--- src/tgec_pkg.sv ---
// shared types, register codes and coordinate helpers for the touch gesture classifier
`timescale 1ns / 1ps

package tgec_pkg;

	localparam int CFG_ADDR_W = 5;
	localparam int CFG_DATA_W = 32;
	localparam int DIM_W      = 13;
	localparam int COORD_W    = 12;
	localparam int WRAP_W     = 16;
	localparam int TIME_W     = 32;
	localparam int LP_W       = 16;

	localparam logic [DIM_W-1:0] DIM_MAX = 13'd4096;

	typedef enum logic [2:0] {
		EV_PRESSED       = 3'd0,
		EV_MOVED         = 3'd1,
		EV_LONG_PRESSED  = 3'd2,
		EV_RELEASED      = 3'd3,
		EV_LONG_RELEASED = 3'd4
	} event_kind_t;

	typedef enum logic [2:0] {
		REG_PANEL_WIDTH   = 3'd0,
		REG_PANEL_HEIGHT  = 3'd1,
		REG_ROTATION_MODE = 3'd2,
		REG_MIRROR_H      = 3'd3,
		REG_MIRROR_V      = 3'd4,
		REG_LONG_PRESS_MS = 3'd5
	} cfg_reg_t;

	typedef struct packed {
		logic [DIM_W-1:0] panel_width;
		logic [DIM_W-1:0] panel_height;
		logic [1:0]       rotation_mode;
		logic             mirror_horizontal;
		logic             mirror_vertical;
		logic [LP_W-1:0]  long_press_ms;
	} cfg_t;

	// zero acts as one, anything past 4096 acts as 4096
	function automatic logic [WRAP_W-1:0] eff_dim(input logic [DIM_W-1:0] d);
		logic [WRAP_W-1:0] r;
		if (d == '0)
			r = WRAP_W'(1);
		else if (d > DIM_MAX)
			r = WRAP_W'(DIM_MAX);
		else
			r = WRAP_W'(d);
		return r;
	endfunction

	// dim - 1 - v, wrapping at 16 bits
	function automatic logic [WRAP_W-1:0] flip16(input logic [WRAP_W-1:0] dim,
		input logic [WRAP_W-1:0] v);
		return dim - WRAP_W'(1) - v;
	endfunction

endpackage

--- src/tgec_if.sv ---
// request channel interfaces for touch polls and gesture events
`timescale 1ns / 1ps

interface tgec_poll_if;
	logic                          valid;
	logic                          ready;
	logic                          read_ok;
	logic [3:0]                    point_count;
	logic [tgec_pkg::COORD_W-1:0]  raw_x;
	logic [tgec_pkg::COORD_W-1:0]  raw_y;
	logic [tgec_pkg::TIME_W-1:0]   now_ms;

	modport source (output valid, read_ok, point_count, raw_x, raw_y, now_ms, input ready);
	modport sink (input valid, read_ok, point_count, raw_x, raw_y, now_ms, output ready);
endinterface

interface tgec_event_if;
	logic                          valid;
	logic                          ready;
	logic [2:0]                    event_kind;
	logic [tgec_pkg::COORD_W-1:0]  event_x;
	logic [tgec_pkg::COORD_W-1:0]  event_y;

	modport source (output valid, event_kind, event_x, event_y, input ready);
	modport sink (input valid, event_kind, event_x, event_y, output ready);
endinterface

--- src/tgec_xform.sv ---
// rotation, mirroring and clamping of a raw touch point to panel coordinates
`timescale 1ns / 1ps

module tgec_xform (
	input  tgec_pkg::cfg_t                cfg,
	input  logic [tgec_pkg::COORD_W-1:0]  raw_x,
	input  logic [tgec_pkg::COORD_W-1:0]  raw_y,
	output logic [tgec_pkg::COORD_W-1:0]  x,
	output logic [tgec_pkg::COORD_W-1:0]  y
);

	logic [tgec_pkg::WRAP_W-1:0] w;
	logic [tgec_pkg::WRAP_W-1:0] h;
	logic [tgec_pkg::WRAP_W-1:0] px0, py0;
	logic [tgec_pkg::WRAP_W-1:0] rx, ry;
	logic [tgec_pkg::WRAP_W-1:0] mx, my;
	logic [tgec_pkg::WRAP_W-1:0] cx, cy;

	assign w   = tgec_pkg::eff_dim(cfg.panel_width);
	assign h   = tgec_pkg::eff_dim(cfg.panel_height);
	assign px0 = tgec_pkg::WRAP_W'(raw_x);
	assign py0 = tgec_pkg::WRAP_W'(raw_y);

	// quarter turn one uses the width for y
	always_comb begin
		unique case (cfg.rotation_mode)
			2'd1: begin
				rx = py0;
				ry = tgec_pkg::flip16(w, px0);
			end
			2'd2: begin
				rx = tgec_pkg::flip16(w, px0);
				ry = tgec_pkg::flip16(h, py0);
			end
			2'd3: begin
				rx = tgec_pkg::flip16(h, py0);
				ry = px0;
			end
			default: begin
				rx = px0;
				ry = py0;
			end
		endcase
	end

	assign mx = cfg.mirror_horizontal ? tgec_pkg::flip16(w, rx) : rx;
	assign my = cfg.mirror_vertical ? tgec_pkg::flip16(h, ry) : ry;

	assign cx = (mx < w) ? mx : (w - tgec_pkg::WRAP_W'(1));
	assign cy = (my < h) ? my : (h - tgec_pkg::WRAP_W'(1));

	assign x = cx[tgec_pkg::COORD_W-1:0];
	assign y = cy[tgec_pkg::COORD_W-1:0];

endmodule

--- src/tgec_gesture.sv ---
// press state tracking and the registered gesture event output
`timescale 1ns / 1ps

module tgec_gesture (
	input  logic                          clk,
	input  logic                          arst_n,
	input  logic                          valid_s1,
	input  logic                          touched_s1,
	input  logic [tgec_pkg::COORD_W-1:0]  x,
	input  logic [tgec_pkg::COORD_W-1:0]  y,
	input  logic [tgec_pkg::TIME_W-1:0]   now_s1,
	input  logic [tgec_pkg::LP_W-1:0]     long_press_ms,
	output logic                          take,
	tgec_event_if.source                  evt
);

	logic                          pressed_q;
	logic                          long_q;
	logic [tgec_pkg::COORD_W-1:0]  last_x_q;
	logic [tgec_pkg::COORD_W-1:0]  last_y_q;
	logic [tgec_pkg::TIME_W-1:0]   start_q;

	logic                          ev_valid_q;
	tgec_pkg::event_kind_t         ev_kind_q;
	logic [tgec_pkg::COORD_W-1:0]  ev_x_q;
	logic [tgec_pkg::COORD_W-1:0]  ev_y_q;

	logic                          out_free;
	logic                          emit;
	tgec_pkg::event_kind_t         kind;
	logic [tgec_pkg::COORD_W-1:0]  ex, ey;
	logic [tgec_pkg::TIME_W-1:0]   elapsed;
	logic                          moved;

	assign out_free = !ev_valid_q || evt.ready;
	assign take     = valid_s1 && out_free;
	assign elapsed  = now_s1 - start_q;
	assign moved    = (x != last_x_q) || (y != last_y_q);

	always_comb begin
		emit = 1'b0;
		kind = tgec_pkg::EV_PRESSED;
		ex   = x;
		ey   = y;
		priority if (touched_s1 && !pressed_q) begin
			emit = 1'b1;
		end else if (touched_s1) begin
			if (moved) begin
				emit = 1'b1;
				kind = tgec_pkg::EV_MOVED;
			end else if (!long_q && elapsed >= tgec_pkg::TIME_W'(long_press_ms)) begin
				emit = 1'b1;
				kind = tgec_pkg::EV_LONG_PRESSED;
			end
		end else if (pressed_q) begin
			emit = 1'b1;
			kind = long_q ? tgec_pkg::EV_LONG_RELEASED : tgec_pkg::EV_RELEASED;
			ex   = last_x_q;
			ey   = last_y_q;
		end else begin
			emit = 1'b0;
		end
	end

	always_ff @(posedge clk or negedge arst_n) begin
		if (!arst_n) begin
			pressed_q <= 1'b0;
			long_q    <= 1'b0;
			last_x_q  <= '0;
			last_y_q  <= '0;
			start_q   <= '0;
		end else if (take) begin
			if (touched_s1 && !pressed_q) begin
				pressed_q <= 1'b1;
				long_q    <= 1'b0;
				last_x_q  <= x;
				last_y_q  <= y;
				start_q   <= now_s1;
			end else if (touched_s1) begin
				if (moved) begin
					last_x_q <= x;
					last_y_q <= y;
				end else if (emit) begin
					long_q <= 1'b1;
				end
			end else begin
				pressed_q <= 1'b0;
				long_q    <= 1'b0;
			end
		end
	end

	always_ff @(posedge clk or negedge arst_n) begin
		if (!arst_n) begin
			ev_valid_q <= 1'b0;
		end else if (out_free) begin
			ev_valid_q <= take && emit;
		end
	end

	always_ff @(posedge clk) begin
		if (take && emit) begin
			ev_kind_q <= kind;
			ev_x_q    <= ex;
			ev_y_q    <= ey;
		end
	end

	assign evt.valid      = ev_valid_q;
	assign evt.event_kind = ev_kind_q;
	assign evt.event_x    = ev_x_q;
	assign evt.event_y    = ev_y_q;

	a_long_needs_press: assert property (@(posedge clk) disable iff (!arst_n)
		long_q |-> pressed_q)
		else $error("long press flag set without a press");

	a_emit_loads_output: assert property (@(posedge clk) disable iff (!arst_n)
		take && emit |=> ev_valid_q)
		else $error("event lost on its way to the output register");

	a_release_clears: assert property (@(posedge clk) disable iff (!arst_n)
		ev_valid_q && (ev_kind_q == tgec_pkg::EV_RELEASED ||
		ev_kind_q == tgec_pkg::EV_LONG_RELEASED) |-> !pressed_q)
		else $error("release reported while still pressed");

	a_press_sets: assert property (@(posedge clk) disable iff (!arst_n)
		ev_valid_q && ev_kind_q == tgec_pkg::EV_PRESSED |-> pressed_q && !long_q)
		else $error("press reported without entering the pressed state");

endmodule

--- src/touch_gesture_event_classifier_core.sv ---
// Touch gesture classifier: takes one touch-panel poll per clock and reports pressed, moved,
// long pressed, released or long released. A poll is registered in the poll register on
// acceptance, then rotated, mirrored, clamped and classified into a result register once the
// output is free, so polls may follow each other in every cycle while the output is free. A
// stalled event holds the poll register, and with it the input, until the event is taken;
// with the output free, polls pass through at one per cycle. Panel geometry, rotation,
// mirroring and the long-press time sit in APB registers at byte addresses 0, 4, 8, 12, 16
// and 20; the user writes them only while idle, which the block itself does not enforce.
`timescale 1ns / 1ps

module touch_gesture_event_classifier_core (
	input  logic                              clk,
	input  logic                              arst_n,
	tgec_poll_if.sink                         poll,
	tgec_event_if.source                      evt,
	input  logic                              psel,
	input  logic                              penable,
	input  logic                              pwrite,
	input  logic [tgec_pkg::CFG_ADDR_W-1:0]   paddr,
	input  logic [tgec_pkg::CFG_DATA_W-1:0]   pwdata,
	output logic [tgec_pkg::CFG_DATA_W-1:0]   prdata,
	output logic                              pready
);

	tgec_pkg::cfg_t                cfg_q;
	logic [2:0]                    reg_sel;
	logic                          wr_en;

	logic                          valid_s1;
	logic                          touched_s1;
	logic [tgec_pkg::COORD_W-1:0]  raw_x_s1;
	logic [tgec_pkg::COORD_W-1:0]  raw_y_s1;
	logic [tgec_pkg::TIME_W-1:0]   now_s1;

	logic [tgec_pkg::COORD_W-1:0]  x;
	logic [tgec_pkg::COORD_W-1:0]  y;
	logic                          take;

	assign pready  = 1'b1;
	assign reg_sel = paddr[4:2];
	assign wr_en   = psel && penable && pwrite;

	always_ff @(posedge clk or negedge arst_n) begin
		if (!arst_n) begin
			cfg_q.panel_width       <= tgec_pkg::DIM_W'(240);
			cfg_q.panel_height      <= tgec_pkg::DIM_W'(240);
			cfg_q.rotation_mode     <= 2'd0;
			cfg_q.mirror_horizontal <= 1'b0;
			cfg_q.mirror_vertical   <= 1'b0;
			cfg_q.long_press_ms     <= tgec_pkg::LP_W'(2000);
		end else if (wr_en) begin
			unique case (reg_sel)
				tgec_pkg::REG_PANEL_WIDTH:   cfg_q.panel_width <= pwdata[12:0];
				tgec_pkg::REG_PANEL_HEIGHT:  cfg_q.panel_height <= pwdata[12:0];
				tgec_pkg::REG_ROTATION_MODE: cfg_q.rotation_mode <= pwdata[1:0];
				tgec_pkg::REG_MIRROR_H:      cfg_q.mirror_horizontal <= pwdata[0];
				tgec_pkg::REG_MIRROR_V:      cfg_q.mirror_vertical <= pwdata[0];
				tgec_pkg::REG_LONG_PRESS_MS: cfg_q.long_press_ms <= pwdata[15:0];
				default: ;
			endcase
		end
	end

	always_comb begin
		unique case (reg_sel)
			tgec_pkg::REG_PANEL_WIDTH:   prdata = tgec_pkg::CFG_DATA_W'(cfg_q.panel_width);
			tgec_pkg::REG_PANEL_HEIGHT:  prdata = tgec_pkg::CFG_DATA_W'(cfg_q.panel_height);
			tgec_pkg::REG_ROTATION_MODE: prdata = tgec_pkg::CFG_DATA_W'(cfg_q.rotation_mode);
			tgec_pkg::REG_MIRROR_H:      prdata = tgec_pkg::CFG_DATA_W'(cfg_q.mirror_horizontal);
			tgec_pkg::REG_MIRROR_V:      prdata = tgec_pkg::CFG_DATA_W'(cfg_q.mirror_vertical);
			tgec_pkg::REG_LONG_PRESS_MS: prdata = tgec_pkg::CFG_DATA_W'(cfg_q.long_press_ms);
			default:                     prdata = '0;
		endcase
	end

	// poll register frees up whenever its content is consumed
	assign poll.ready = !valid_s1 || take;

	always_ff @(posedge clk or negedge arst_n) begin
		if (!arst_n) begin
			valid_s1 <= 1'b0;
		end else if (poll.ready) begin
			valid_s1 <= poll.valid;
		end
	end

	always_ff @(posedge clk) begin
		if (poll.valid && poll.ready) begin
			touched_s1 <= poll.read_ok && (poll.point_count != 4'd0);
			raw_x_s1   <= poll.raw_x;
			raw_y_s1   <= poll.raw_y;
			now_s1     <= poll.now_ms;
		end
	end

	tgec_xform u_xform (
		.cfg   (cfg_q),
		.raw_x (raw_x_s1),
		.raw_y (raw_y_s1),
		.x     (x),
		.y     (y)
	);

	tgec_gesture u_gesture (
		.clk           (clk),
		.arst_n        (arst_n),
		.valid_s1      (valid_s1),
		.touched_s1    (touched_s1),
		.x             (x),
		.y             (y),
		.now_s1        (now_s1),
		.long_press_ms (cfg_q.long_press_ms),
		.take          (take),
		.evt           (evt)
	);

endmodule
--- src/flat_wrapper.sv ---
// flat-port wrapper written by rule: the top's interface ports become plain ports
module touch_gesture_event_classifier_core_flat 
  (clk, arst_n, psel, penable, pwrite, paddr, pwdata, prdata, pready, poll_valid, poll_read_ok, poll_point_count, poll_raw_x, poll_raw_y, poll_now_ms, poll_ready, evt_valid, evt_event_kind, evt_event_x, evt_event_y, evt_ready);
  tgec_poll_if poll_i ();
  tgec_event_if evt_i ();
  input  logic clk;
  input  logic arst_n;
  input  logic psel;
  input  logic penable;
  input  logic pwrite;
  input  logic [tgec_pkg::CFG_ADDR_W-1:0] paddr;
  input  logic [tgec_pkg::CFG_DATA_W-1:0] pwdata;
  output logic [tgec_pkg::CFG_DATA_W-1:0] prdata;
  output logic pready;
  input wire logic [$bits(poll_i.valid)-1:0] poll_valid;
  input wire logic [$bits(poll_i.read_ok)-1:0] poll_read_ok;
  input wire logic [$bits(poll_i.point_count)-1:0] poll_point_count;
  input wire logic [$bits(poll_i.raw_x)-1:0] poll_raw_x;
  input wire logic [$bits(poll_i.raw_y)-1:0] poll_raw_y;
  input wire logic [$bits(poll_i.now_ms)-1:0] poll_now_ms;
  output wire logic [$bits(poll_i.ready)-1:0] poll_ready;
  output wire logic [$bits(evt_i.valid)-1:0] evt_valid;
  output wire logic [$bits(evt_i.event_kind)-1:0] evt_event_kind;
  output wire logic [$bits(evt_i.event_x)-1:0] evt_event_x;
  output wire logic [$bits(evt_i.event_y)-1:0] evt_event_y;
  input wire logic [$bits(evt_i.ready)-1:0] evt_ready;
  assign poll_i.valid = poll_valid;
  assign poll_i.read_ok = poll_read_ok;
  assign poll_i.point_count = poll_point_count;
  assign poll_i.raw_x = poll_raw_x;
  assign poll_i.raw_y = poll_raw_y;
  assign poll_i.now_ms = poll_now_ms;
  assign poll_ready = poll_i.ready;
  assign evt_valid = evt_i.valid;
  assign evt_event_kind = evt_i.event_kind;
  assign evt_event_x = evt_i.event_x;
  assign evt_event_y = evt_i.event_y;
  assign evt_i.ready = evt_ready;
  touch_gesture_event_classifier_core u_core (.clk(clk), .arst_n(arst_n), .poll(poll_i), .evt(evt_i), .psel(psel), .penable(penable), .pwrite(pwrite), .paddr(paddr), .pwdata(pwdata), .prdata(prdata), .pready(pready));
endmodule
--- config.mk ---
export PLATFORM = sky130hd
export DESIGN_NAME = touch_gesture_event_classifier_core_flat
export DESIGN_NICKNAME = d
export VERILOG_FILES = /design/src/tgec_pkg.sv /design/src/tgec_if.sv /design/src/tgec_xform.sv /design/src/tgec_gesture.sv /design/src/touch_gesture_event_classifier_core.sv /design/src/flat_wrapper.sv
export SDC_FILE = /design/constraint.sdc
export NUM_CORES = 1
export LEC_CHECK = 0
export BUFFER_PORTS_ARGS = -buffer_cell sky130_fd_sc_hd__buf_2
export CORE_MARGIN = 4
export CORE_UTILIZATION = 50
export CTS_BUF_LIST = sky130_fd_sc_hd__clkbuf_4 sky130_fd_sc_hd__clkbuf_8 sky130_fd_sc_hd__clkbuf_16
export CTS_CLUSTER_SIZE = 40
export DETAILED_ROUTE_END_ITERATION = 7
export GPL_TIMING_DRIVEN = 0
export MAX_ROUTING_LAYER = met4
export PLACE_DENSITY_LB_ADDON = 0.3
export SLEW_MARGIN = 30
export SYNTH_ARGS = -nofsm -noshare
export SYNTH_HDL_FRONTEND = slang
export SYNTH_SLANG_ARGS = --single-unit
--- constraint.sdc ---
create_clock -name clk -period 7.8 [get_ports clk]
set_clock_uncertainty 0.05 [all_clocks]
set_input_delay 1.56 -clock clk [delete_from_list [all_inputs] [get_ports clk]]
set_output_delay 1.56 -clock clk [all_outputs]
set_load 0.01 [all_outputs]
==> results.md, run 1 <==
Cells and area:
- In the final layout, the share of cells above drive strength 1 is 28.34%.
- The total of fill cells in the finished design is 2352.
- Compared with the post-synthesis result, the final layout area differs by 24.94%.
- The number of antenna diodes in the final layout is 0.
- At the end of the flow the core is filled with cells to 63.83%.
- The finished cells cover 18470 um^2.
- Across the whole layout, storage elements account for 5202 um^2.
- The footprint of the multi-input gates is 9858 um^2.
- At the end of the flow, the number of nets in the layout was 2113.

Yosys:
- The mean area per synthesized cell is 9.165 um^2.
- The synthesized-area fraction occupied by adder cells is 11.26%.
- The area of the mapped netlist is 14780 um^2.
- By area, the combinational part of the netlist is dominated by compound AO/OA/AOI/OAI gates.
- For this run, the register share of the synthesized area comes to 35.12%.
- In the synthesized netlist the async set-or-reset flop fraction comes to 55.79%.
- The synthesized netlist devotes 17.05% of its cell area to compound gates.
- The dominant synthesized flop cell is sky130_fd_sc_hd__dfrtp_1.
- Synthesis produced a netlist whose cell count is 1613.
- The post-synthesis share of cell area spent on xor and xnor gates is 5.569%.
- Yosys mapped a number of flops with a built-in enable equal to 84.
- The area share of and/or/nand/nor cells after synthesis is 15.57%.
- The Yosys step of the flow raised 0 warnings.
- Synthesis inferred 190 register bits.
- The number of library cell types mapped by synthesis is 88.
- The multiplexer share of the synthesized area is 9.674%.

Clock tree:
- The number of clock sinks seen by CTS is 190.
- The number of levels the H-tree was split into is 4.
- The TritonCTS buffer count is 17.
- The clock tree root buffer cell is sky130_fd_sc_hd__clkbuf_16.
- The count of hold buffers inserted by post-cts repair is 0.
- Clock-pin slew was measured on the worst setup and hold paths at 70 ps.
- The clock passes through at most 2 buffers.
- For the worst-skew pair, the clock arrives at the later sink with an insertion delay of 450 ps.
- TritonCTS built the clock tree.

Critical path:
- The critical path contains buffers and inverters numbering 18 combined.
- The worst setup path is captured at a flip-flop.
- Along the worst path, the maximum fanout reaches 7.
- The critical path crosses 43 cells after its start point.
- The depth of the worst register-to-register path is 43.
- The cell type group with the largest total delay on the critical path is compound AO/OA/AOI/OAI gates.
- For this design, the slowest cell found on the critical path is sky130_fd_sc_hd__or4_4.
- In this design, the stage delay of the slowest critical-path cell is 540 ps.
- The most numerous cell type found on the critical path is sky130_fd_sc_hd__buf_4.
- The required time of the critical path is 8080 ps.
- STA classifies the critical path startpoint as a flip-flop.
- The type of the worst setup path is reg -> reg.
- For the worst setup path, the data arrival time is 8970 ps.

Timing:
- The number of failing hold endpoints at the final stage is 0.
- The final period demand of the worst path is 8691 ps.
- The final setup violation count is 54.
- The final cycle utilization of the critical path is 111.4%.
- The slack of the critical path is -890.5 ps.
- At the pin with the least slew margin, the transition time is 880.8 ps.
- Setup repair after global routing could not meet its margin everywhere.
- The max-slew violation count is 0.
- Static timing analysis puts the maximum clock frequency at 115.1 MHz.
- Measured against its own limit, the worst slew margin works out to 40.66%.

Global routing:
- The maximum number of pins on one net before global-route repair is 73.
- The number of antenna violations at the first check in global routing came to 0.
- The via count of the first global-routing pass is 13033.
- The total congestion overflow after global routing is 0.
- The total routing usage reported by global routing is 27.26%.
- The first global-routing pass estimated 69.19 mm of wire.

Run status:
- The run finished, with violations left.
- The checks that failed: setup timing.

Die:
- The initial standard-cell utilization of the core is 51.09%.
- The chip height is 179.9 um.
- The placeable core area is 28940 um^2.
- The floorplan has 62 rows.
- From left edge to right edge, the die measures 179.9 um.
- The total I/O pin count is 167.
- The die covers 32380 um^2.

Routing:
- The average detailed-routed wire length per instance is 19.44 um.
- The overall via count from detail_route is 13280.
- The detailed router finished its first iteration with 1027 violations.
- The final layout contains routed wiring with a total length of 44.23 mm.
- For this run, the detailed router's first-pass iteration total came to 5.
- The number of antenna-violating nets in the routed design is 0.
- The post-detailed-route DRC marker count is 0.
- Dividing the detail-routed via count by the number of cells gives 5.837.

Hold path:
- The count of cells along the worst hold path is 2.
- The path class of the lowest-slack min-delay path is reg -> reg.

Placed design:
- The congestion estimate from routability-driven global placement came to 0.9806.
- The total of buffers placed on input and output ports is 129.
- Once placement finished, the instance area stood at 16150 um^2.
- The HPWL after detailed placement is 32.67 mm.
- Prior to clock tree synthesis, the placed netlist has a worst setup slack of -1859 ps.

Pwr:
- The worst supply voltage drop on vdd is 191.8 uV.
- Summed over all cells, the static leakage comes to 8.189 nW.
- The power density relative to cell area is 429.3 nW/um^2.

Job:
- Max-cap violations in this run came to 0.
metrics by stage:
stage | hold slack [ps] | power (W) | instances | setup TNS, ps
CTS | 443.6 | 0.007323 | 2245 | -41070
global placement | 416.0 | 0.005651 | 2147 | -99250
global route | 467.6 | 0.008481 | 2275 | -61640
detailed placement | 425.4 | 0.005753 | 2149 | -102720
finish | 443.0 | 0.007930 | 2275 | -45920
floorplan | 406.0 | 0.004696 | 1634 | -1461
what timing repair did:
action / in CTS / in global routing
resized for setup: 145 / 81
cloned: 4 / 0
buffers inserted: 60 / 32
endpoints found under the setup margin: 79 / 74
pin swaps: 56 / 49
metal layers:
| layer | vias up | GRT usage (%) | wire (um) |
|---|---|---|---|
| met5 | - | - | 0 |
| met4 | 0 | 9.387 | 1608 |
| met3 | 97 | 4.062 | 2783 |
| met2 | 514 | 43.86 | 20840 |
| met1 | 6394 | 35.46 | 19000 |
| li1 | 6275 | - | - |
cells in the mapped netlist, types with 20 or more instances:
master	instances	area [um^2]
sky130_fd_sc_hd__mux2i_1	39	390.4
sky130_fd_sc_hd__o21a_1	21	157.7
sky130_fd_sc_hd__a21o_1	39	292.8
sky130_fd_sc_hd__nor3_1	35	175.2
sky130_fd_sc_hd__o21ai_0	114	570.6
sky130_fd_sc_hd__edfxtp_1	84	2522
sky130_fd_sc_hd__inv_1	131	491.7
sky130_fd_sc_hd__clkbuf_1	33	123.9
sky130_fd_sc_hd__a21oi_1	93	465.5
sky130_fd_sc_hd__xnor2_1	57	499.2
sky130_fd_sc_hd__ha_1	125	1564
sky130_fd_sc_hd__dfrtp_1	92	2302
sky130_fd_sc_hd__nand2_1	182	683.2
sky130_fd_sc_hd__nand3_1	22	110.1
sky130_fd_sc_hd__mux2_2	41	461.7
sky130_fd_sc_hd__nor2_1	128	480.5
sky130_fd_sc_hd__xor2_1	37	324.1
sky130_fd_sc_hd__nor2b_1	20	125.1
cell usage in the layout, fill, tap and decap left out, types with 11 or more instances in the layout:
cell type                   Yosys  final
sky130_fd_sc_hd__nand2_1      182    174
sky130_fd_sc_hd__buf_2          4    130
sky130_fd_sc_hd__inv_1        131    125
sky130_fd_sc_hd__nor2_1       128    121
sky130_fd_sc_hd__ha_1         125    105
sky130_fd_sc_hd__buf_4         17    102
sky130_fd_sc_hd__o21ai_0      114     98
sky130_fd_sc_hd__dfrtp_1       92     84
sky130_fd_sc_hd__edfxtp_1      84     84
sky130_fd_sc_hd__a21oi_1       93     77
sky130_fd_sc_hd__xnor2_1       57     53
sky130_fd_sc_hd__a21o_1        39     39
sky130_fd_sc_hd__xor2_1        37     36
sky130_fd_sc_hd__mux2_2        41     35
sky130_fd_sc_hd__nor3_1        35     32
sky130_fd_sc_hd__mux2i_1       39     31
sky130_fd_sc_hd__clkbuf_1      33     29
sky130_fd_sc_hd__mux2_4         1     25
sky130_fd_sc_hd__conb_1         2     23
sky130_fd_sc_hd__nand3_1       22     20
sky130_fd_sc_hd__o21a_1        21     20
sky130_fd_sc_hd__nand2b_1      19     19
sky130_fd_sc_hd__nor2b_1       20     17
sky130_fd_sc_hd__clkbuf_16      0     17
sky130_fd_sc_hd__mux4_2        16     16
sky130_fd_sc_hd__ha_4           0     16
sky130_fd_sc_hd__a21oi_2        0     15
sky130_fd_sc_hd__dfstp_2       14     14
sky130_fd_sc_hd__o211ai_1      13     13
sky130_fd_sc_hd__and3_1        14     12
sky130_fd_sc_hd__a31oi_1       14     12
sky130_fd_sc_hd__nand4_1       11     11
flip-flops by register name, indices dropped and copies added, names as in the netlist:
register	cells
u_core.cfg_q	46
u_core.now_s1	32
u_core.u_gesture.evt.valid	1
u_core.u_gesture.evt.event_y	12
u_core.u_gesture.pressed_q	1
u_core.raw_x_s1	12
u_core.touched_s1	1
u_core.valid_s1	1
u_core.u_gesture.evt.event_x	12
u_core.u_gesture.evt.event_kind	3
u_core.u_gesture.start_q	32
u_core.u_gesture.long_q	1
u_core.u_gesture.last_x_q	12
u_core.u_gesture.last_y_q	12
u_core.raw_y_s1	12
cell families after synthesis:
logic type	after synthesis
AND/OR/NAND/NOR	487
AO/OA/AOI/OAI	396
buffers and inverters	199
flip-flops	190
adder cells (fa/ha/maj)	130
multiplexers	115
XOR/XNOR	94
other	2
where the power goes:
part	leakage (nW)	internal (W)	switching, W
logic	5.85	0.00250	0.00300
clock network	0.292	0.000436	0.000462
registers	2.04	0.00134	0.000193
tightest hold or removal path, cell delays in order (launching register included):
cell	delay, ps
sky130_fd_sc_hd__edfxtp_1	350
sky130_fd_sc_hd__nand2_1	50
sky130_fd_sc_hd__o21ai_0	60
final cells by class:
cell class	instances	share of cell area [%]
well taps	384	2.601
flip-flops and latches	190	28.17
clock buffers	18	2.344
repair buffers	224	7.905
inverters	134	2.723
plain buffers	63	1.978
clock inverters	14	0.9077
multi-input cells	1248	53.37
final timing paths:
| kind | start | slack [ps] | to |
|---|---|---|---|
| max in group asynchronous | arst_n | 6030 | u_core.cfg_q[37]$_DFFE_PN1P_ |
| min in group asynchronous | arst_n | 930 | u_core.u_gesture.last_x_q[5]$_DFFE_PN0P_ |
| setup / recovery | u_core.cfg_q[35]$_DFFE_PN0P_ | -890 | u_core.u_gesture.last_y_q[5]$_DFFE_PN0P_ |
| hold reg to reg | u_core.now_s1[8]$_DFFE_PP_ | 440 | u_core.u_gesture.start_q[8]$_DFFE_PN0P_ |
| setup reg to reg | u_core.cfg_q[35]$_DFFE_PN0P_ | -890 | u_core.u_gesture.last_y_q[5]$_DFFE_PN0P_ |
| hold / removal | u_core.now_s1[8]$_DFFE_PP_ | 440 | u_core.u_gesture.start_q[8]$_DFFE_PN0P_ |
Power figures use the tool's default switching activity.
==> run 2: changes to the inputs <==
CAP_MARGIN = 0   (was not set)
REMOVE_ABC_BUFFERS = 1   (was not set)
SETUP_SLACK_MARGIN = 0.5   (was not set)
==> run 2 against run 1 <==
Net effect:
- fmax is 4.2% higher
- first-iteration DRC count is 15% lower
- critical path type unchanged
- clock-buffer cell count stayed put
- register-to-register slack better by 350 ps
- die area stayed put
- cell area is 1.3% higher
- utilization is 0.86 points higher
- clock power is 2.6% lower
- the flow still finishes with violations (setup timing)
- cell count is 0.79% lower
- global-route usage is 1.3 points lower
- critical endpoint is now u_core.u_gesture.last_x_q[7]$_DFFE_PN0P_
==> results.md, run 2 (synthesized netlist as in run 1, its figures left out) <==
Routing:
- The number of antenna-violating nets in the routed design was 0 (unchanged).
- The iteration-0 DRC count of the detailed router is 875 (was 1027).
- The post-detailed-route via-to-cell ratio is 5.767 (was 5.837).
- The overall via count from detail_route is 13016 (was 13280).
- The post-detailed-route DRC marker count is 0 (unchanged).
- The aggregate routed wire length is 42.52 mm (was 44.23 mm).
- The average detailed-routed wire length per instance came to 18.84 um (was 19.44 um).
- The count of TritonRoute iterations in the first routing pass is 6 (was 5).

Die:
- The placeable core area is 28940 um^2 (unchanged).
- The site row count is 62 (unchanged).
- The chip height is 179.9 um (unchanged).
- The initial standard-cell utilization of the core was 51.09% (unchanged).
- The horizontal extent of the die is 179.9 um (unchanged).
- The area of the die is 32380 um^2 (unchanged).
- The total I/O pin count was 167 (unchanged).

Timing:
- The final period demand of the worst path was 8337 ps (was 8691 ps).
- The slew at the pin closest to its max-slew limit is 922.4 ps (was 880.8 ps).
- The final setup violation count came to 54 (unchanged).
- Setup repair after global routing missed its margin: true (unchanged).
- The number of failing hold endpoints at the final stage is 0 (unchanged).
- The final cycle utilization of the critical path is 106.9% (was 111.4%).
- The slack of the critical path is -536.5 ps (was -890.5 ps).
- The tightest hold margin is 439.1 ps (was 443.0 ps).
- The max-slew violation count was 0 (unchanged).
- The headroom to the max-slew limit came to 38.50% (was 40.66%).
- The maximum clock frequency is 120.0 MHz (was 115.1 MHz).

Critical path:
- The required time of the critical path came to 8080 ps (about the same).
- The type of element launching the critical path is a flip-flop (unchanged).
- The depth of the worst register-to-register path is 35 (was 43).
- The start point of the critical path is u_core.cfg_q[39]$_DFFE_PN1P_ (was u_core.cfg_q[35]$_DFFE_PN0P_).
- The largest driver fanout on the critical path is 7 (unchanged).
- The most prevalent standard cell on the critical path is sky130_fd_sc_hd__buf_4 (unchanged).
- The slack of the worst reg-to-reg path is -540 ps (was -890 ps).
- The largest incremental delay on the critical path is 630 ps (was 540 ps).
- The arrival time reported for the critical path endpoint is 8620 ps (was 8970 ps).
- The type of the worst setup path is reg -> reg (unchanged).
- The worst-path cell with the longest stage delay is sky130_fd_sc_hd__dfstp_2 (was sky130_fd_sc_hd__or4_4).
- The kind of capture point of the worst setup path is a flip-flop (unchanged).
- The worst flop-to-flop path startpoint is u_core.cfg_q[39]$_DFFE_PN1P_ (was u_core.cfg_q[35]$_DFFE_PN0P_).
- The worst reg2reg path endpoint is u_core.u_gesture.last_x_q[7]$_DFFE_PN0P_ (was u_core.u_gesture.last_y_q[5]$_DFFE_PN0P_).

Hold path:
- The count of cells along the worst hold path was 2 (unchanged).
- The hold path startpoint was u_core.now_s1[3]$_DFFE_PP_ (was u_core.now_s1[8]$_DFFE_PP_).
- The path class of the lowest-slack min-delay path is reg -> reg (unchanged).
- The capture endpoint of the worst hold path is u_core.u_gesture.start_q[3]$_DFFE_PN0P_ (was u_core.u_gesture.start_q[8]$_DFFE_PN0P_).

Cells and area:
- The leading cell type in the layout, fill and taps excluded is sky130_fd_sc_hd__nand2_1 (unchanged).
- The largest register by flop count is u_core.cfg_q (unchanged).
- The share of layout cells above drive strength 1 was 31.50% (was 28.34%).
- The number of antenna repair diodes is 0 (unchanged).
- The total of fill cells in the finished design came to 2317 (was 2352).
- Registers with the most flip-flops: u_core.cfg_q x46, u_core.now_s1 x32, u_core.u_gesture.start_q x32 (unchanged).
- The flip-flop count of the largest register after layout is 46 (unchanged).
- Most used cells in the layout excluding fill and tap cells: sky130_fd_sc_hd__nand2_1 (172), sky130_fd_sc_hd__buf_2 (132), sky130_fd_sc_hd__inv_1 (121) (was sky130_fd_sc_hd__nand2_1 (174), sky130_fd_sc_hd__buf_2 (130), sky130_fd_sc_hd__inv_1 (125)).
- The signed area change from the synthesized netlist to the final layout is 26.63% (was 24.94%).
- The number of nets in the final layout is 2095 (was 2113).

Global routing:
- The total congestion overflow after global routing is 0 (unchanged).
- The number of antenna violations at the first check in global routing came to 0 (unchanged).
- The maximum number of pins on one net before global-route repair is 80 (was 73).
- The total routing usage reported by global routing came to 25.97% (was 27.26%).
- The via count of the first global-routing pass is 12716 (was 13033).
- The wire length of the first global-routing pass came to 66.89 mm (was 69.19 mm).

Job:
- The number of violations of the max-capacitance limit is 0 (unchanged).

Pwr:
- The portion of total power attributed to the clock network is 11.1% (was 11.3%).
- The worst supply voltage drop on vdd was 192.6 uV (was 191.8 uV).
- The static leakage power is 8.225 nW (was 8.189 nW).
- The power density relative to cell area is 422.1 nW/um^2 (was 429.3 nW/um^2).
- The sequential fraction of design power is 19.9% (was 19.4%).
- The net switching power figure was 0.003563 W (was 0.003653 W).
- The switching power as a share of total power came to 45.10% (was 46.06%).
- The combinational cell fraction of total power is 69.0% (was 69.3%).
- The cell-internal power is 0.004338 W (was 0.004277 W).

Placed design:
- The total of buffers placed on input and output ports is 131 (was 129).
- The HPWL after detailed placement is 29.90 mm (was 32.67 mm).
- The routability congestion estimate is 0.9268 (was 0.9806).
- The post-placement worst setup slack is -2451 ps (was -1859 ps).

Run status:
- Failing checks: setup timing (unchanged).
- Run status: complete, but fails checks (unchanged).

Clock tree:
- The number of levels the H-tree was split into is 4 (unchanged).
- The clock tree root buffer cell is sky130_fd_sc_hd__clkbuf_16 (unchanged).
- The count of hold buffers inserted by post-cts repair is 0 (unchanged).
- The TritonCTS clock tree is yes (unchanged).
- The TritonCTS buffer count was 17 (unchanged).
- The clock-pin transition on the worst setup and hold timing paths came to 70 ps (about the same).
- The number of clock sinks seen by CTS is 190 (unchanged).
- The worst-skew pair later-pin latency is 460 ps (was 450 ps).
- The maximum buffer depth of the clock tree came to 2 (unchanged).
## run 2: changes by cell type in the layout (fill, tap and decap cells not counted), moves of 5 or more
| cell | change |
|---|---|
| sky130_fd_sc_hd__clkbuf_1 | -29 |
| sky130_fd_sc_hd__ha_4 | +7 |
| sky130_fd_sc_hd__dfrtp_1 | -7 |
| sky130_fd_sc_hd__buf_1 | -8 |
| sky130_fd_sc_hd__mux2_1 | +5 |
| sky130_fd_sc_hd__dfrtp_2 | +7 |
| sky130_fd_sc_hd__o21ai_1 | +6 |
| sky130_fd_sc_hd__ha_1 | -7 |
| sky130_fd_sc_hd__buf_6 | +9 |
| sky130_fd_sc_hd__buf_4 | +7 |
## run 2: worst max-delay path by stage
stage | end | slack, ps | depth (start not counted)
floorplan | u_core.u_gesture.evt.event_kind[0]$_SDFFCE_PP0P_ | -850 | 36
global placement | u_core.u_gesture.evt.event_x[2]$_DFFE_PP_ | -2920 | 35
detailed placement | u_core.u_gesture.last_x_q[7]$_DFFE_PN0P_ | -2450 | 35
CTS | u_core.u_gesture.last_x_q[7]$_DFFE_PN0P_ | -540 | 32
global route | u_core.u_gesture.evt.event_kind[1]$_SDFFCE_PP0P_ | -830 | 45
finish | u_core.u_gesture.last_x_q[7]$_DFFE_PN0P_ | -540 | 35
## run 2: layout make-up
cell class                      count  area (um^2)  area share (%)
Timing Repair Buffer              266         1858           9.926
Inverter                          134        509.2           2.720
Clock inverter                     14        160.2          0.8556
Multi-Input combinational cell   1250        10060           53.75
Sequential cell                   190         5211           27.84
Tap cell                          384        480.5           2.567
Timing Repair inverter              1        5.005         0.02674
Clock buffer                       18        432.9           2.313
## run 2: through the flow
stage                     instance area, um^2  power (W)  utilization (%)  setup TNS [ps]  std cells
after floorplan                         14520   0.004590                -          -35530       1569
after detailed placement                15840   0.005599            54.76         -138390       2092
after CTS                               17970   0.007348            62.11          -27190       2214
after global placement                  15660   0.005492            54.12         -153710       2084
after global routing                    18720   0.008483            64.69          -41290       2257
final                                   18720   0.007901            64.69          -25820       2257
## run 2: repair_timing
| action | in CTS | in global routing |
|---|---|---|
| setup buffers | 84 | 40 |
| gates cloned | 6 | 3 |
| gates resized for setup | 171 | 102 |
| pin swaps | 78 | 48 |
| setup endpoints to repair | 79 | 78 |
## run 2: critical path: cells and delay by family (launching register included)
kind,cells,cell delay (ps)
xor+xnor,3,350
mux,3,1200
fa+ha+maj,3,670
flops,1,630
buf+inv,5,640
simple gates,9,2090
compound gates,12,2560
## run 2: power groups by stage
stage,combinational [W],clock [W],sequential (W)
after floorplan,0.00305,0,0.00154
after detailed placement,0.00402,0,0.00158
after global placement,0.00392,0,0.00157
after global routing,0.00594,0.000937,0.00160
after CTS,0.00489,0.000893,0.00156
final,0.00545,0.000875,0.00157
## run 2: metal layers
layer | vias up | wire, um | global-route usage, %
met4 | 0 | 1248 | 7.985
met1 | 6321 | 18490 | 33.88
li1 | 6236 | - | -
met5 | - | 0 | -
met3 | 80 | 2215 | 3.416
met2 | 379 | 20560 | 42.47
==> run 3: changes to the inputs <==
ABC_AREA = 1   (was not set)
CTS_CLUSTER_SIZE = 12   (was 40)
==> run 3 against run 2 <==
Net effect:
- fmax increased by 8.1%
- sequential power is essentially flat
- the run now ends clean
- sequential share of layout area barely moved
- flip-flop and latch count unchanged
- clock power about the same
- die area up 0.56%
- via count rose by 13%
- total power decreased by 0.11%
- highest routed layer unchanged
==> results.md, run 3 <==
Run status:
- Run status: finished clean (was complete, but fails checks).

Yosys:
- The post-synthesis register bit count is 190 (unchanged).
- The dominant synthesized flop cell is sky130_fd_sc_hd__dfrtp_1 (unchanged).
- Leading post-synthesis cells by cell area: sky130_fd_sc_hd__edfxtp_1 (17%), sky130_fd_sc_hd__dfrtp_1 (15%), sky130_fd_sc_hd__nand2_1 (13%) (was sky130_fd_sc_hd__edfxtp_1 (17%), sky130_fd_sc_hd__dfrtp_1 (16%), sky130_fd_sc_hd__ha_1 (11%)).
- The area fraction of the dominant cell type after synthesis is 16.96% (was 17.06%).
- The sequential-to-total area share from yosys stat was 34.92% (was 35.12%).
- The number of library cell types mapped by synthesis is 60 (was 88).
- The cell with the most instances after synthesis is sky130_fd_sc_hd__nand2_1 (unchanged).
- The count of synthesis-stage warnings from yosys was 0 (unchanged).
- The top cell type by total area after synthesis is sky130_fd_sc_hd__edfxtp_1 (unchanged).
- The number of enable-type register cells in the synthesized netlist came to 84 (unchanged).
- The area of the mapped netlist is 14870 um^2 (was 14780 um^2).
- The cell count after synthesis is 2002 (was 1613).
- The async set or reset register ratio after synthesis is 55.79% (unchanged).
- The mean area per synthesized cell is 7.427 um^2 (was 9.165 um^2).
- List of most frequent post-synthesis cells: sky130_fd_sc_hd__nand2_1 (524), sky130_fd_sc_hd__inv_1 (296), sky130_fd_sc_hd__nand3_1 (153), sky130_fd_sc_hd__o21ai_0 (146), sky130_fd_sc_hd__ha_1 (125) (was sky130_fd_sc_hd__nand2_1 (182), sky130_fd_sc_hd__inv_1 (131), sky130_fd_sc_hd__nor2_1 (128), sky130_fd_sc_hd__ha_1 (125), sky130_fd_sc_hd__o21ai_0 (114)).

Pwr:
- The combinational cell fraction of total power is 68.8% (was 69.0%).
- The switching power as a share of total power is 48.57% (was 45.10%).
- The sequential fraction of design power is 20.1% (was 19.9%).
- The net switching power figure was 0.003833 W (was 0.003563 W).
- The worst supply voltage drop on vdd is 186.2 uV (was 192.6 uV).
- The power density relative to cell area was 421.8 nW/um^2 (was 422.1 nW/um^2).
- The portion of total power attributed to the clock network came to 11.0% (was 11.1%).
- The static leakage power was 9.082 nW (was 8.225 nW).
- The cell-internal power is 0.004059 W (was 0.004338 W).

Placed design:
- The placed instance count is 2479 (was 2092).
- The post-placement worst setup slack is -1796 ps (was -2451 ps).
- The HPWL after detailed placement is 32.48 mm (was 29.90 mm).
- The total of buffers placed on input and output ports is 131 (unchanged).
- The routability congestion estimate is 0.9696 (was 0.9268).
- The post-detailed-placement cell area came to 15880 um^2 (was 15840 um^2).

Critical path:
- The worst-path cell with the longest stage delay is sky130_fd_sc_hd__dfstp_2 (unchanged).
- The type of the worst setup path is reg -> reg (unchanged).
- The largest incremental delay on the critical path was 560 ps (was 630 ps).
- The largest driver fanout on the critical path is 8 (was 7).
- The arrival time reported for the critical path endpoint is 7880 ps (was 8620 ps).
- The start point of the critical path is u_core.cfg_q[40]$_DFFE_PN1P_ (was u_core.cfg_q[39]$_DFFE_PN1P_).
- The required time of the critical path is 7970 ps (was 8080 ps).
- The type of element launching the critical path is a flip-flop (unchanged).
- The worst reg2reg path endpoint is u_core.u_gesture.evt.event_x[2]$_DFFE_PP_ (was u_core.u_gesture.last_x_q[7]$_DFFE_PN0P_).
- The kind of capture point of the worst setup path is a flip-flop (unchanged).
- The slack of the worst reg-to-reg path is 90 ps (was -540 ps).
- The depth of the worst register-to-register path is 57 (was 35).
- The worst flop-to-flop path startpoint is u_core.cfg_q[40]$_DFFE_PN1P_ (was u_core.cfg_q[39]$_DFFE_PN1P_).
- The most prevalent standard cell on the critical path is sky130_fd_sc_hd__nand2_1 (was sky130_fd_sc_hd__buf_4).

Clock tree:
- The TritonCTS buffer count is 17 (unchanged).
- The clock tree root buffer cell is sky130_fd_sc_hd__clkbuf_16 (unchanged).
- The number of clock sinks seen by CTS is 190 (unchanged).
- The maximum buffer depth of the clock tree was 2 (unchanged).
- The worst-skew pair later-pin latency is 460 ps (about the same).
- The TritonCTS clock tree was yes (unchanged).
- The clock-pin transition on the worst setup and hold timing paths is 80 ps (was 70 ps).
- The count of hold buffers inserted by post-cts repair is 0 (unchanged).
- The number of levels the H-tree was split into is 4 (unchanged).

Timing:
- The number of failing hold endpoints at the final stage came to 0 (unchanged).
- The headroom to the max-slew limit is 30.78% (was 38.50%).
- The slew at the pin closest to its max-slew limit is 1038 ps (was 922.4 ps).
- The max-slew violation count is 0 (unchanged).
- The final cycle utilization of the critical path is 98.88% (was 106.9%).
- The maximum clock frequency is 129.7 MHz (was 120.0 MHz).
- The final setup violation count was 0 (was 54).
- The final period demand of the worst path is 7712 ps (was 8337 ps).
- The slack of the critical path came to 87.66 ps (was -536.5 ps).
- Setup repair after global routing missed its margin: true (unchanged).
- The final total negative setup slack is 0 ps (was -25820 ps).

Routing:
- The iteration-0 DRC count of the detailed router is 1244 (was 875).
- The post-detailed-route DRC marker count came to 0 (unchanged).
- The count of TritonRoute iterations in the first routing pass is 6 (unchanged).
- The met1 wire length is 19.40 mm (was 18.49 mm).
- The met3 wire length came to 2.985 mm (was 2.215 mm).
- The top routing layer in use is met4 (unchanged).
- The average detailed-routed wire length per instance is 17.14 um (was 18.84 um).
- The aggregate routed wire length is 45.46 mm (was 42.52 mm).
- The number of antenna-violating nets in the routed design came to 0 (unchanged).
- The overall via count from detail_route is 14713 (was 13016).
- The routed wire length on met2 is 21.65 mm (was 20.56 mm).
- The post-detailed-route via-to-cell ratio came to 5.548 (was 5.767).

Die:
- The area of the die is 32560 um^2 (was 32380 um^2).
- The total I/O pin count was 167 (unchanged).
- The horizontal extent of the die is 180.5 um (was 179.9 um).
- The placeable core area was 29010 um^2 (was 28940 um^2).
- The initial standard-cell utilization of the core is 51.25% (was 51.09%).
- The site row count is 62 (unchanged).
- The chip height is 180.5 um (was 179.9 um).

Cells and area:
- The number of antenna repair diodes is 0 (unchanged).
- The number of standard cells in the layout, taps in and fillers out is 2652 (was 2257).
- The largest register by flop count is u_core.cfg_q (unchanged).
- The share of layout cells above drive strength 1 is 25.93% (was 31.50%).
- Registers with the most flip-flops: u_core.cfg_q x46, u_core.now_s1 x32, u_core.u_gesture.start_q x32 (unchanged).
- The leading cell type in the layout, fill and taps excluded is sky130_fd_sc_hd__nand2_1 (unchanged).
- The flip-flop count of the largest register after layout came to 46 (unchanged).
- The signed area change from the synthesized netlist to the final layout is 25.83% (was 26.63%).
- The share of the core filled with cells was 64.49% (was 64.69%).
- The number of nets in the final layout is 2490 (was 2095).
- Most used cells in the layout excluding fill and tap cells: sky130_fd_sc_hd__nand2_1 (468), sky130_fd_sc_hd__inv_1 (268), sky130_fd_sc_hd__buf_2 (130) (was sky130_fd_sc_hd__nand2_1 (172), sky130_fd_sc_hd__buf_2 (132), sky130_fd_sc_hd__inv_1 (121)).
- The final design area excluding fillers is 18710 um^2 (was 18720 um^2).

Job:
- The number of violations of the max-capacitance limit is 0 (unchanged).

Global routing:
- The number of antenna violations at the first check in global routing was 0 (unchanged).
- The maximum number of pins on one net before global-route repair came to 70 (was 80).
- The total routing usage reported by global routing came to 27.08% (was 25.97%).
- The total congestion overflow after global routing is 0 (unchanged).
- The via count of the first global-routing pass came to 13702 (was 12716).
- The wire length of the first global-routing pass is 69.28 mm (was 66.89 mm).

Hold path:
- The hold path startpoint is u_core.u_gesture.start_q[0]$_DFFE_PN0P_ (was u_core.now_s1[3]$_DFFE_PP_).
- The count of cells along the worst hold path is 2 (unchanged).
- The capture endpoint of the worst hold path is u_core.u_gesture.start_q[0]$_DFFE_PN0P_ (was u_core.u_gesture.start_q[3]$_DFFE_PN0P_).
- The path class of the lowest-slack min-delay path is reg -> reg (unchanged).
## run 3: cell count changes after synthesis, moves of 19 or more
cell	delta
sky130_fd_sc_hd__inv_1	+165
sky130_fd_sc_hd__nand3_1	+131
sky130_fd_sc_hd__nor2b_1	-20
sky130_fd_sc_hd__o21a_1	-21
sky130_fd_sc_hd__mux2_2	-32
sky130_fd_sc_hd__nand2_1	+342
sky130_fd_sc_hd__a21o_1	-37
sky130_fd_sc_hd__nand2b_1	-19
sky130_fd_sc_hd__a21oi_1	+30
sky130_fd_sc_hd__mux2i_1	-36
sky130_fd_sc_hd__o21ai_0	+32
sky130_fd_sc_hd__xnor2_1	-34
## run 3: what timing repair did
| item | in CTS | in global routing |
|---|---|---|
| gates cloned | 1 | 7 |
| resized for setup | 141 | 167 |
| pin swaps | 48 | 117 |
| buffers inserted | 79 | 54 |
| endpoints found under the setup margin | 79 | 70 |
## run 3: power by group through the flow
stage               logic (W)  clock network, W  registers, W
floorplan             0.00297                 0       0.00157
global placement      0.00388                 0       0.00159
detailed placement    0.00399                 0       0.00160
CTS                   0.00468          0.000887       0.00157
global route          0.00599          0.000927       0.00162
finish                0.00543          0.000872       0.00159
## run 3: area by class of cell
| type | count | area (um^2) |
|---|---|---|
| multi-input combinational | 1474 | 9415 |
| timing repair inverter | 1 | 7.507 |
| sequential | 190 | 5200 |
| clock inverter | 14 | 121.4 |
| fill | 2426 | 10300 |
| clock buffer | 18 | 450.4 |
| tap | 384 | 480.5 |
| inverter | 303 | 1154 |
| timing repair buffer | 268 | 1882 |
## run 3: worst max path at each step
| stage | slack, ps | cells past startpoint | end |
|---|---|---|---|
| after CTS | 250 | 57 | u_core.u_gesture.evt.event_x[2]$_DFFE_PP_ |
| after floorplan | 320 | 55 | u_core.u_gesture.evt.event_kind[0]$_SDFFCE_PP0P_ |
| after detailed placement | -1800 | 56 | u_core.u_gesture.evt.event_x[2]$_DFFE_PP_ |
| after global routing | -410 | 55 | u_core.u_gesture.evt.event_x[2]$_DFFE_PP_ |
| final | 90 | 57 | u_core.u_gesture.evt.event_x[2]$_DFFE_PP_ |
| after global placement | -1710 | 55 | u_core.u_gesture.evt.event_x[2]$_DFFE_PP_ |
## run 3: logic make-up (layout without fill, tap and decap cells)
logic type / Yosys count / in the layout / share of synthesized area [%]
AOI/OAI and AO/OA: 356 / 356 / 13.66
DFF: 190 / 190 / 34.92
adders and majority gates: 130 / 130 / 11.19
buffers and inverters: 366 / 604 / 10.16
other: 2 / 23 / 0.05051
xor gates and xnor gates: 64 / 64 / 3.770
and+or+nand+nor: 882 / 889 / 25.37
muxes: 12 / 12 / 0.8836
## run 3: worst max-delay path: cells and delay by family (launching register included)
kind / cells / cell delay, ps
compound gates: 5 / 780
xor+xnor: 3 / 580
fa+ha+maj: 3 / 860
simple gates: 35 / 3460
buf+inv: 11 / 1150
flops: 1 / 560
## run 3: layer usage
layer / GRT usage [%] / vias to the layer above
li1: - / 7113
met1: 34.99 / 6883
met2: 44.20 / 597
met3: 4.057 / 120
met4: 8.500 / 0
met5: - / -
## run 3: through the flow
| stage | hold slack (ps) | power (W) |
|---|---|---|
| 2_1_floorplan | 398.8 | 0.004537 |
| 3_3_place_gp | 414.1 | 0.005473 |
| 3_5_place_dp | 424.8 | 0.005592 |
| 4_1_cts | 443.3 | 0.007136 |
| 5_1_grt | 477.0 | 0.008530 |
| 6_report | 445.0 | 0.007892 |
